## config.mk

```make
export PLATFORM = sky130hd
export DESIGN_NAME = bf_ctrl
export DESIGN_NICKNAME = d
export VERILOG_FILES = /design/src/hdl/bf_pkg.sv /design/src/hdl/bf_ctrl.sv
export SDC_FILE = /design/constraint.sdc
export NUM_CORES = 1
export LEC_CHECK = 0
export ABC_AREA = 1
export BUFFER_PORTS_ARGS = -buffer_cell sky130_fd_sc_hd__buf_4
export CORE_AREA = 5 5 42 44
export CTS_CLUSTER_DIAMETER = 40
export DETAILED_ROUTE_END_ITERATION = 6
export DIE_AREA = 0 0 47 49
export PLACE_DENSITY = 0.49
export SYNTH_ARGS = -nofsm -noshare
export SYNTH_HDL_FRONTEND = slang
export SYNTH_SLANG_ARGS = --single-unit
```

## constraint.sdc

```tcl
create_clock -name clock -period 2.4 [get_ports clock]
set_input_delay 0.48 -clock clock [delete_from_list [all_inputs] [get_ports clock]]
set_output_delay 0.48 -clock clock [all_outputs]
set_load 0.02 [all_outputs]
```

## src/hdl/bf_pkg.sv

```systemverilog
// Shared types and constants for the shortest-path unit.
// No dependencies; used by the controller, datapath, top level and checker.
package bf_pkg;

   // fixed field widths
   localparam int VERTEX_W = 6;
   localparam int VCOUNT_W = 7;
   localparam int WEIGHT_W = 16;
   localparam int DIST_W   = 32;

   // parameter defaults
   localparam int MAX_VERTICES_DEF = 64;
   localparam int MAX_EDGES_DEF    = 256;
   localparam int WEIGHT_BITS_DEF  = 16;

   localparam logic [VCOUNT_W-1:0] VCOUNT_RESET = 7'd64;
   localparam logic [DIST_W-1:0]   DIST_MAX     = 32'h7FFF_FFFF;
   localparam logic [DIST_W-1:0]   DIST_MIN     = 32'h8000_0000;

   // one edge item
   typedef struct packed {
      logic [VERTEX_W-1:0]        from_vertex;
      logic [VERTEX_W-1:0]        to_vertex;
      logic signed [WEIGHT_W-1:0] weight;
      logic                       last_edge;
   } bf_req_type;

   // one result item
   typedef struct packed {
      logic                     no_negative_cycle;
      logic [VERTEX_W-1:0]      vertex;
      logic signed [DIST_W-1:0] distance;
      logic                     reachable;
      logic                     last;
   } bf_rsp_type;

   // controller to datapath
   typedef struct packed {
      logic store_edge;
      logic init;
      logic edge_rd;
      logic dist_rd;
      logic relax;
      logic out_rd;
      logic out_load;
      logic out_next;
      logic finish;
   } bf_cmd_type;

   // datapath to controller
   typedef struct packed {
      logic last_edge_idx;
      logic check_pass;
      logic out_last;
   } bf_stat_type;

endpackage

```

## src/hdl/bf_ctrl.sv

```systemverilog
// Sequencer for load, relaxation passes and result delivery.
// Depends on bf_pkg; drives commands into bf_dpath and reads its status.
module bf_ctrl (
   input  logic                clock,
   input  logic                reset,
   input  logic                req_valid,
   input  logic                req_last_edge,
   output logic                req_stall,
   output logic                rsp_valid,
   input  logic                rsp_stall,
   input  bf_pkg::bf_stat_type stat,
   output bf_pkg::bf_cmd_type  cmd
);

   localparam logic [2:0] S_LOAD  = 3'd0;
   localparam logic [2:0] S_INIT  = 3'd1;
   localparam logic [2:0] S_FETCH = 3'd2;
   localparam logic [2:0] S_READ  = 3'd3;
   localparam logic [2:0] S_RELAX = 3'd4;
   localparam logic [2:0] S_ORD   = 3'd5;
   localparam logic [2:0] S_OVAL  = 3'd6;
   localparam logic [2:0] S_OHOLD = 3'd7;

   logic [2:0] state_ff;
   logic [2:0] state_in;

   // handshake decode straight from the state register
   assign req_stall = (state_ff != S_LOAD);
   assign rsp_valid = (state_ff == S_OHOLD);

   // next state and commands
   always_comb begin
      state_in = state_ff;
      cmd      = '0;
      unique case (state_ff)
         S_LOAD: begin
            cmd.store_edge = req_valid;
            if (req_valid && req_last_edge) begin
               state_in = S_INIT;
            end
         end
         S_INIT: begin
            cmd.init = 1'b1;
            state_in = S_FETCH;
         end
         S_FETCH: begin
            cmd.edge_rd = 1'b1;
            state_in    = S_READ;
         end
         S_READ: begin
            cmd.dist_rd = 1'b1;
            state_in    = S_RELAX;
         end
         S_RELAX: begin
            cmd.relax = 1'b1;
            if (stat.last_edge_idx && stat.check_pass) begin
               state_in = S_ORD;
            end else begin
               state_in = S_FETCH;
            end
         end
         S_ORD: begin
            cmd.out_rd = 1'b1;
            state_in   = S_OVAL;
         end
         S_OVAL: begin
            cmd.out_load = 1'b1;
            state_in     = S_OHOLD;
         end
         S_OHOLD: begin
            if (!rsp_stall) begin
               if (stat.out_last) begin
                  cmd.finish = 1'b1;
                  state_in   = S_LOAD;
               end else begin
                  cmd.out_next = 1'b1;
                  state_in     = S_ORD;
               end
            end
         end
         default: begin
            state_in = S_LOAD;
         end
      endcase
   end

   always_ff @(posedge clock) begin
      if (reset) begin
         state_ff <= S_LOAD;
      end else begin
         state_ff <= state_in;
      end
   end

endmodule

```

**Yosys cells after proc, flatten, opt, wreduce, memory -nomap -nowiden**

Cells that the tools add are included.

- $add $sub $neg: 0
- Multiply operators: 0
- Div/mod/pow operators: 0
- $lt $le $gt $ge: 0
- Equal/unequal tests: 9
- Shifts and indexed selects: 0
- Multiplexer cells: 16
- Bitwise operators: 0
- Reduce and logical (&&, ||, !) cells: 5

Operators with widths:

| operator | count |
|---|---|
| $pmux 3 s8 | 1 |
| $eq 3x3->1 const B | 4 |
| $mux 3 | 4 |
| $mux 1 | 9 |
| $eq 3x2->1 const B | 2 |
| $mux 2 | 2 |
| $ne 2x2->1 const B | 2 |
| $eq 3x1->1 const B | 1 |
| $logic_not 3->1 | 1 |
| $reduce_bool 3->1 | 1 |
| $logic_and 1x1->1 | 2 |
| $reduce_and 2->1 | 1 |

- Register bits after elaboration: 3
- Bits in latches: 0
- Memory bits (writable): 0
- ROM bits: 0
- Input bits: 8
- Output and inout bits: 11
- Logic and storage cells: 31
- Memories: 0

**Depth between registers and ports, before layout**

Gate-level depths: netlist of the first run.

- Depth in word-level cells: 3
- Depth in mapped cells: 7
- Gate-level depth less buffers: 6

**Least setup slack after synthesis of the first run**

Ideal clock, no wire load.

- Path type: input port to output port
- From: in stat[0] (netlist bit)
- To: out cmd[0] (netlist bit)
- Data arrival time: 1.203 ns
- Required time: 1.920 ns
- Path slack: 0.717 ns
- Cell stages on the path: 2
- Buffers on the path: 0
- Cells stage by stage: inv_1 > nor4_1

RTL lines:

| item | RTL line | RTL |
|---|---|---|
| start, declared | bf_ctrl.sv:11 | `input bf_pkg::bf_stat_type stat,` |
| end, declared | bf_ctrl.sv:12 | `output bf_pkg::bf_cmd_type cmd` |

==> results of run 1 <==
[stage by stage]
step	total power, mW	cells	hold slack (ns)
after floorplan	0.1615	45	0.5491
after global placement	0.1932	76	0.6360
after detailed placement	0.1941	76	0.6412
after CTS	0.2839	80	0.4224
after global routing	0.3036	80	0.4197
final	0.2780	80	0.4281
[metal layers]
metal / wire [µm] / GRT usage [%]
met5: 0 / 0
met4: 0 / 6.912
met3: 56 / 2.214
met2: 328 / 9.729
met1: 329 / 8.972
[cell usage in the layout (no fill, tap or decap)]
| cell | netlist | routed |
|---|---|---|
| sky130_fd_sc_hd__a21oi_1 | 1 | 1 |
| sky130_fd_sc_hd__a31o_1 | 1 | 1 |
| sky130_fd_sc_hd__buf_4 | 0 | 18 |
| sky130_fd_sc_hd__clkbuf_1 | 0 | 1 |
| sky130_fd_sc_hd__clkbuf_4 | 0 | 3 |
| sky130_fd_sc_hd__dfxtp_1 | 3 | 3 |
| sky130_fd_sc_hd__inv_1 | 7 | 7 |
| sky130_fd_sc_hd__inv_2 | 2 | 2 |
| sky130_fd_sc_hd__nand2_1 | 6 | 6 |
| sky130_fd_sc_hd__nand2_2 | 1 | 1 |
| sky130_fd_sc_hd__nand3_1 | 4 | 4 |
| sky130_fd_sc_hd__nand4_1 | 1 | 1 |
| sky130_fd_sc_hd__nor2_1 | 8 | 8 |
| sky130_fd_sc_hd__nor2_4 | 1 | 1 |
| sky130_fd_sc_hd__nor3_1 | 3 | 3 |
| sky130_fd_sc_hd__nor4_1 | 2 | 2 |
| sky130_fd_sc_hd__o21ai_1 | 1 | 1 |
| sky130_fd_sc_hd__o21ai_2 | 1 | 1 |
[cells in the mapped netlist (all sizes together)]
cell type,count
a21oi,1
a31o,1
buf,3
dfxtp,3
inv,9
nand2,7
nand3,4
nand4,1
nor2,9
nor3,3
nor4,2
o21ai,2
[power groups by stage]
stage,logic [mW],registers [mW],clock network [mW]
CTS,0.114,0.0794,0.0901
finish,0.113,0.0792,0.0862
global placement,0.114,0.0797,0
detailed placement,0.114,0.0804,0
floorplan,0.0999,0.0616,0
global route,0.125,0.0817,0.0973
[worst max-delay path, cell delays in order, from the launching register on]
cell	delay (ns)
sky130_fd_sc_hd__dfxtp_1	0.54
sky130_fd_sc_hd__nand2_1	0.15
sky130_fd_sc_hd__nor4_1	0.20
sky130_fd_sc_hd__buf_4	0.19
[kinds of logic after synthesis]
logic type / count (synthesis) / share of synthesized area [%]
flip-flops: 3 / 21.53
AND/OR/NAND/NOR: 26 / 44.40
buffers and inverters: 12 / 24.22
AO/OA/AOI/OAI: 4 / 9.863
[final cells by class]
type | count | area (µm²) | share of cell area (%)
inverters | 9 | 33.78 | 7.918
flip-flops and latches | 3 | 60.06 | 14.08
multi-input cells | 30 | 151.4 | 35.48
clock buffers | 4 | 26.28 | 6.158
repair buffers | 18 | 135.1 | 31.67
well taps | 16 | 20.02 | 4.692
[path summary, 6_finish.rpt]
check	startpoint	to	slack, ns
hold reg to reg	state_ff[2]$_SDFFE_PP0P_	state_ff[1]$_SDFFE_PP0P_	0.65
hold / removal	reset	state_ff[2]$_SDFFE_PP0P_	0.43
setup / recovery	state_ff[0]$_SDFFE_PP0P_	cmd[0]	0.61
setup reg to reg	state_ff[0]$_SDFFE_PP0P_	state_ff[0]$_SDFFE_PP0P_	1.26
==> parameters.txt, run 1 <==
Parameter                              Value

Layout
  Final standard cell utilization of the core    30.45%
  Biggest registers after layout    state_ff (3)
  Area grow syn2layout    52.91%
  Reg with most FFs    state_ff
  Max reg flops    3
  Final net count    73
  Share of cells above drive strength 1    40.63%
  Diode insertion count for antenna repair    0
  Number of fill cells    174
  Final instance area    426.7 µm²

Timing
  Fin crit period    1.787 ns
  Max Clock Skew    0.003337 ns
  Setup WS post-layout    0.6126 ns
  Total of endpoints with negative setup slack in the final report    0
  Final Cycle Share    74.48%
  Measured slew at the worst slew-check pin    0.3834 ns
  Unrepaired setup endpoints after global routing    false
  Final count of pins violating max slew    0
  Worst relative slew slack    74.40%
  Max Clk Rate    559.5 MHz
  Fin. Hold Viols    0
  Sum of negative setup slack    0 ns

Clocking
  Number of sinks on the clock net    3
  Clock edge transition at the registers on the reported setup and hold paths    0.04 ns
  CTS resizes    0
  Maximum number of buffers from clock root to sink    2
  Setup bufs post-CTS    0
  TritonCTS clock tree    built
  Clk_lat worst skew    0.23 ns
  Hold-fix buffers, CTS    0
  Num CTS Buffers    3
  Clock Tree Root    sky130_fd_sc_hd__clkbuf_4
  Number of levels the H-tree was split into    1

Logic synthesis
  Syn. warnings    0
  Number of distinct library cells after synthesis    16
  Combined area of all synthesized cells    279.0 µm²
  Cells after Synth    45
  Post-Synthesis Mean Instance Area    6.200 µm²
  Area contributors post-synth    sky130_fd_sc_hd__dfxtp_1 (22%), sky130_fd_sc_hd__buf_6 (12%), sky130_fd_sc_hd__nor2_1 (11%)
  Post-synthesis sequential area ratio    21.52%
  Share of the synthesized area in the top cell type    21.52%
  Number of flip-flops and latches in the synthesized netlist    3
  Synth Net Count    53
  Cell taking the most area after synthesis    sky130_fd_sc_hd__dfxtp_1

Pwr
  Proportion of total power due to net switching    38.92%
  VDD IR max    264.1 µV
  PwrDens    651.6 nW/µm²
  Fraction of power consumed by the clock network    31.0%
  Leak Pwr    0.2460 nW
  Sequential cell fraction of total power    28.5%
  Net switching power of the design    0.1082 mW
  Combinational group share of total power    40.5%
  Pint    0.1698 mW

Placed design
  Placer Congestion    0.7013
  Port bufs    18
  Post-place instance area    400.4 µm²
  Place WS    0.8353 ns
  Sum of net half-perimeters after detailed placement    596.7 µm

GRT
  Maximum number of pins on one net before global-route repair    11
  Number of global-route vias before repair    346
  Wire length of the first global-routing pass    1235 µm
  Antenna violations before repair    0
  Final global-route overflow total    0
  Overall fraction of global-route tracks in use    7.384%

Setup path
  Highest net fanout along the worst path    10
  Worst endpoint required time    1.92 ns
  WS Path Type    reg -> out
  R2r worst-path depth    5
  Setup crit end kind    output port
  Setup crit start kind    flop
  Crit path arrival time    1.31 ns

Floorplan
  Core Area    1401 µm²
  Initial core utilization    19.91%
  Total die area    2303 µm²
  Die extent in x    47 µm
  Number of core rows    14
  Die Y    49 µm
  Ports    19

Routing
  Total number of vias    337
  Post-route DRC violation count    0
  Number of nets still failing antenna checks after routing    0
  Routed via count divided by cell count    4.213
  Initial DRT Pass Iterations    3
  Wirelength, routed    714 µm
  Routed len/inst    8.925 µm
  Initial drt markers    4

Flow run
  Max-cap viol count    0

Hold path
  Tightest Hold Check Type    in -> reg
  Worst hold path stage count    2

Run status
  Outcome    complete, no violations
Note: power is estimated with default switching activity, not from simulation.
==> inputs of run 2 (changes only) <==
==> constraint.sdc (replaced) <==
create_clock -name clock -period 1.8 [get_ports clock]
set_input_delay 0.36 -clock clock [delete_from_list [all_inputs] [get_ports clock]]
set_output_delay 0.36 -clock clock [all_outputs]
set_load 0.02 [all_outputs]
==> run 2 against run 1 <==
Compared with the run above: clock power increased by 39%; hold slack worse by 0.13 ns; clock-buffer cell count did not move; largest power group unchanged; sequential share of layout area increased by 0.25 points; combinational power increased by 33%; via count decreased by 1.2%; design area increased by 0.29%.
==> parameters.txt, run 2 (same netlist as run 1, synthesis figures left out) <==
Parameter                              Value

Run status
  Outcome    complete, no violations

Timing
  Fin. Hold Viols    0 (unchanged)
  Fin crit period    1.643 ns
  Max Clock Skew    0.004088 ns (+0.0007509 ns)
  Final Cycle Share    91.28%
  Sum of negative setup slack    0 ns (unchanged)
  Total of endpoints with negative setup slack in the final report    0 (unchanged)
  Max Clk Rate    608.6 MHz
  Unrepaired setup endpoints after global routing    false
  Measured slew at the worst slew-check pin    0.3274 ns (-0.05603 ns)
  Worst relative slew slack    78.14% (+3.7 points)
  Setup WS post-layout    0.1569 ns (-0.4557 ns)
  Final count of pins violating max slew    0 (unchanged)

Pwr
  Leak Pwr    0.2463 nW (+0.13%)
  PwrDens    881.0 nW/µm² (+35%)
  Overall power after layout    0.3770 mW (+36%)
  VDD IR max    246.4 µV (-6.7%)

Setup path
  Highest net fanout along the worst path    8 (-2)
  Setup crit start kind    flop
  Setup crit end kind    output port
  Ordered list of cells on the worst path    inv_2 > nor4_1 > buf_4
  WS Path Type    reg -> out
  Crit path arrival time    1.28 ns (-0.03 ns)
  Master of the slowest instance on the critical path    sky130_fd_sc_hd__dfxtp_1
  Slowest stage delay, CP    0.47 ns (-0.07 ns)
  Worst endpoint required time    1.44 ns (-0.48 ns)
  Register-to-register path setup slack    0.77 ns (-0.49 ns)

Layout
  Post-route insts no fill    80 (unchanged)
  Max reg flops    3 (unchanged)
  Most common cell after layout, fill and taps aside    sky130_fd_sc_hd__buf_4
  Reg with most FFs    state_ff
  Final net count    73 (unchanged)
  Diode insertion count for antenna repair    0 (unchanged)
  Commonest cells after routing, fill and taps aside    sky130_fd_sc_hd__buf_4 (18), sky130_fd_sc_hd__nor2_1 (8), sky130_fd_sc_hd__inv_1 (7)
  Final standard cell utilization of the core    30.54% (+0.089 points)
  Area grow syn2layout    53.36%
  Biggest registers after layout    state_ff (3)
  Share of cells above drive strength 1    42.19% (+1.6 points)

Clocking
  Clock edge transition at the registers on the reported setup and hold paths    0.04 ns (about the same)
  Clk_lat worst skew    0.24 ns (about the same)
  Number of levels the H-tree was split into    1 (unchanged)
  Hold-fix buffers, CTS    0 (unchanged)
  Maximum number of buffers from clock root to sink    2 (unchanged)
  TritonCTS clock tree    built
  Clock Tree Root    sky130_fd_sc_hd__clkbuf_4
  Number of sinks on the clock net    3 (unchanged)
  Num CTS Buffers    3 (unchanged)

Routing
  Routed len/inst    9.263 µm (+3.8%)
  Initial DRT Pass Iterations    2 (-1)
  Post-route DRC violation count    0 (unchanged)
  Total number of vias    333 (-1.2%)
  Initial drt markers    3 (-1)
  Wirelength, routed    741 µm (+3.8%)
  Number of nets still failing antenna checks after routing    0 (unchanged)
  Routed via count divided by cell count    4.163 (-1.2%)

Floorplan
  Initial core utilization    19.91% (unchanged)
  Die Y    49 µm (unchanged)
  Total die area    2303 µm² (unchanged)
  Number of core rows    14 (unchanged)
  Ports    19 (unchanged)
  Core Area    1401 µm² (unchanged)
  Die extent in x    47 µm (unchanged)

Placed design
  Number of placed instances with taps included    76 (unchanged)
  Place WS    0.3770 ns (-0.4583 ns)
  Placer Congestion    0.7091 (+1.1%)
  Port bufs    18 (unchanged)
  Sum of net half-perimeters after detailed placement    608.1 µm (+1.9%)

GRT
  Antenna violations before repair    0 (unchanged)
  Maximum number of pins on one net before global-route repair    11 (unchanged)
  Number of global-route vias before repair    312 (-9.8%)
  Final global-route overflow total    0 (unchanged)
  Overall fraction of global-route tracks in use    7.806% (+0.42 points)
  Wire length of the first global-routing pass    1262 µm (+2.2%)

Hold path
  Tightest Hold Check Type    in -> reg

Flow run
  Max-cap viol count    0 (unchanged)
[run 2: layer usage]
layer | vias to the layer above | part of all wire, % | GRT usage [%]
li1 | 181 | - | -
met4 | 0 | 2.6 | 8.295
met2 | 14 | 45 | 9.729
met3 | 2 | 12 | 3.690
met5 | - | 0 | 0
met1 | 136 | 40 | 8.753
[run 2: worst paths after layout]
kind / from / end / depth (start not counted)
worst max-delay path: state_ff[2]$_SDFFE_PP0P_ / cmd[0] / 3
worst min-delay path: reset / state_ff[2]$_SDFFE_PP0P_ / 2
worst max register to register: state_ff[1]$_SDFFE_PP0P_ / state_ff[0]$_SDFFE_PP0P_ / 5
worst min register to register: state_ff[0]$_SDFFE_PP0P_ / state_ff[1]$_SDFFE_PP0P_ / 2
[run 2: cell type report]
class | count | area, µm²
Fill cell | 173 | 973.4
Multi-Input combinational cell | 30 | 151.4
Timing Repair Buffer | 18 | 135.1
Sequential cell | 3 | 61.31
Inverter | 9 | 33.78
Clock buffer | 4 | 26.28
Tap cell | 16 | 20.02
[run 2: critical path, delay by kind of cell, from the launching register on]
kind | cells | cell delay (ns)
and+or+nand+nor | 1 | 0.26
DFF | 1 | 0.47
buffers and inverters | 2 | 0.30
[run 2: power breakdown]
| group | total, mW | switching (mW) | internal [mW] |
|---|---|---|---|
| registers | 0.107 | 0.0281 | 0.0785 |
| logic | 0.150 | 0.0839 | 0.0661 |
| clock network | 0.120 | 0.0371 | 0.0832 |
[run 2: what timing repair did]
item,CTS,global route
setup buffers,0,0
gates resized for setup,0,1
endpoints found under the setup margin,0,1
[run 2: metrics by stage]
stage	cell area [µm²]	hold WS, ns
final	427.9	0.2935
after global placement	400.4	0.5422
after detailed placement	400.4	0.5404
after CTS	426.7	0.2886
after global routing	427.9	0.2882
after floorplan	279.0	0.4291
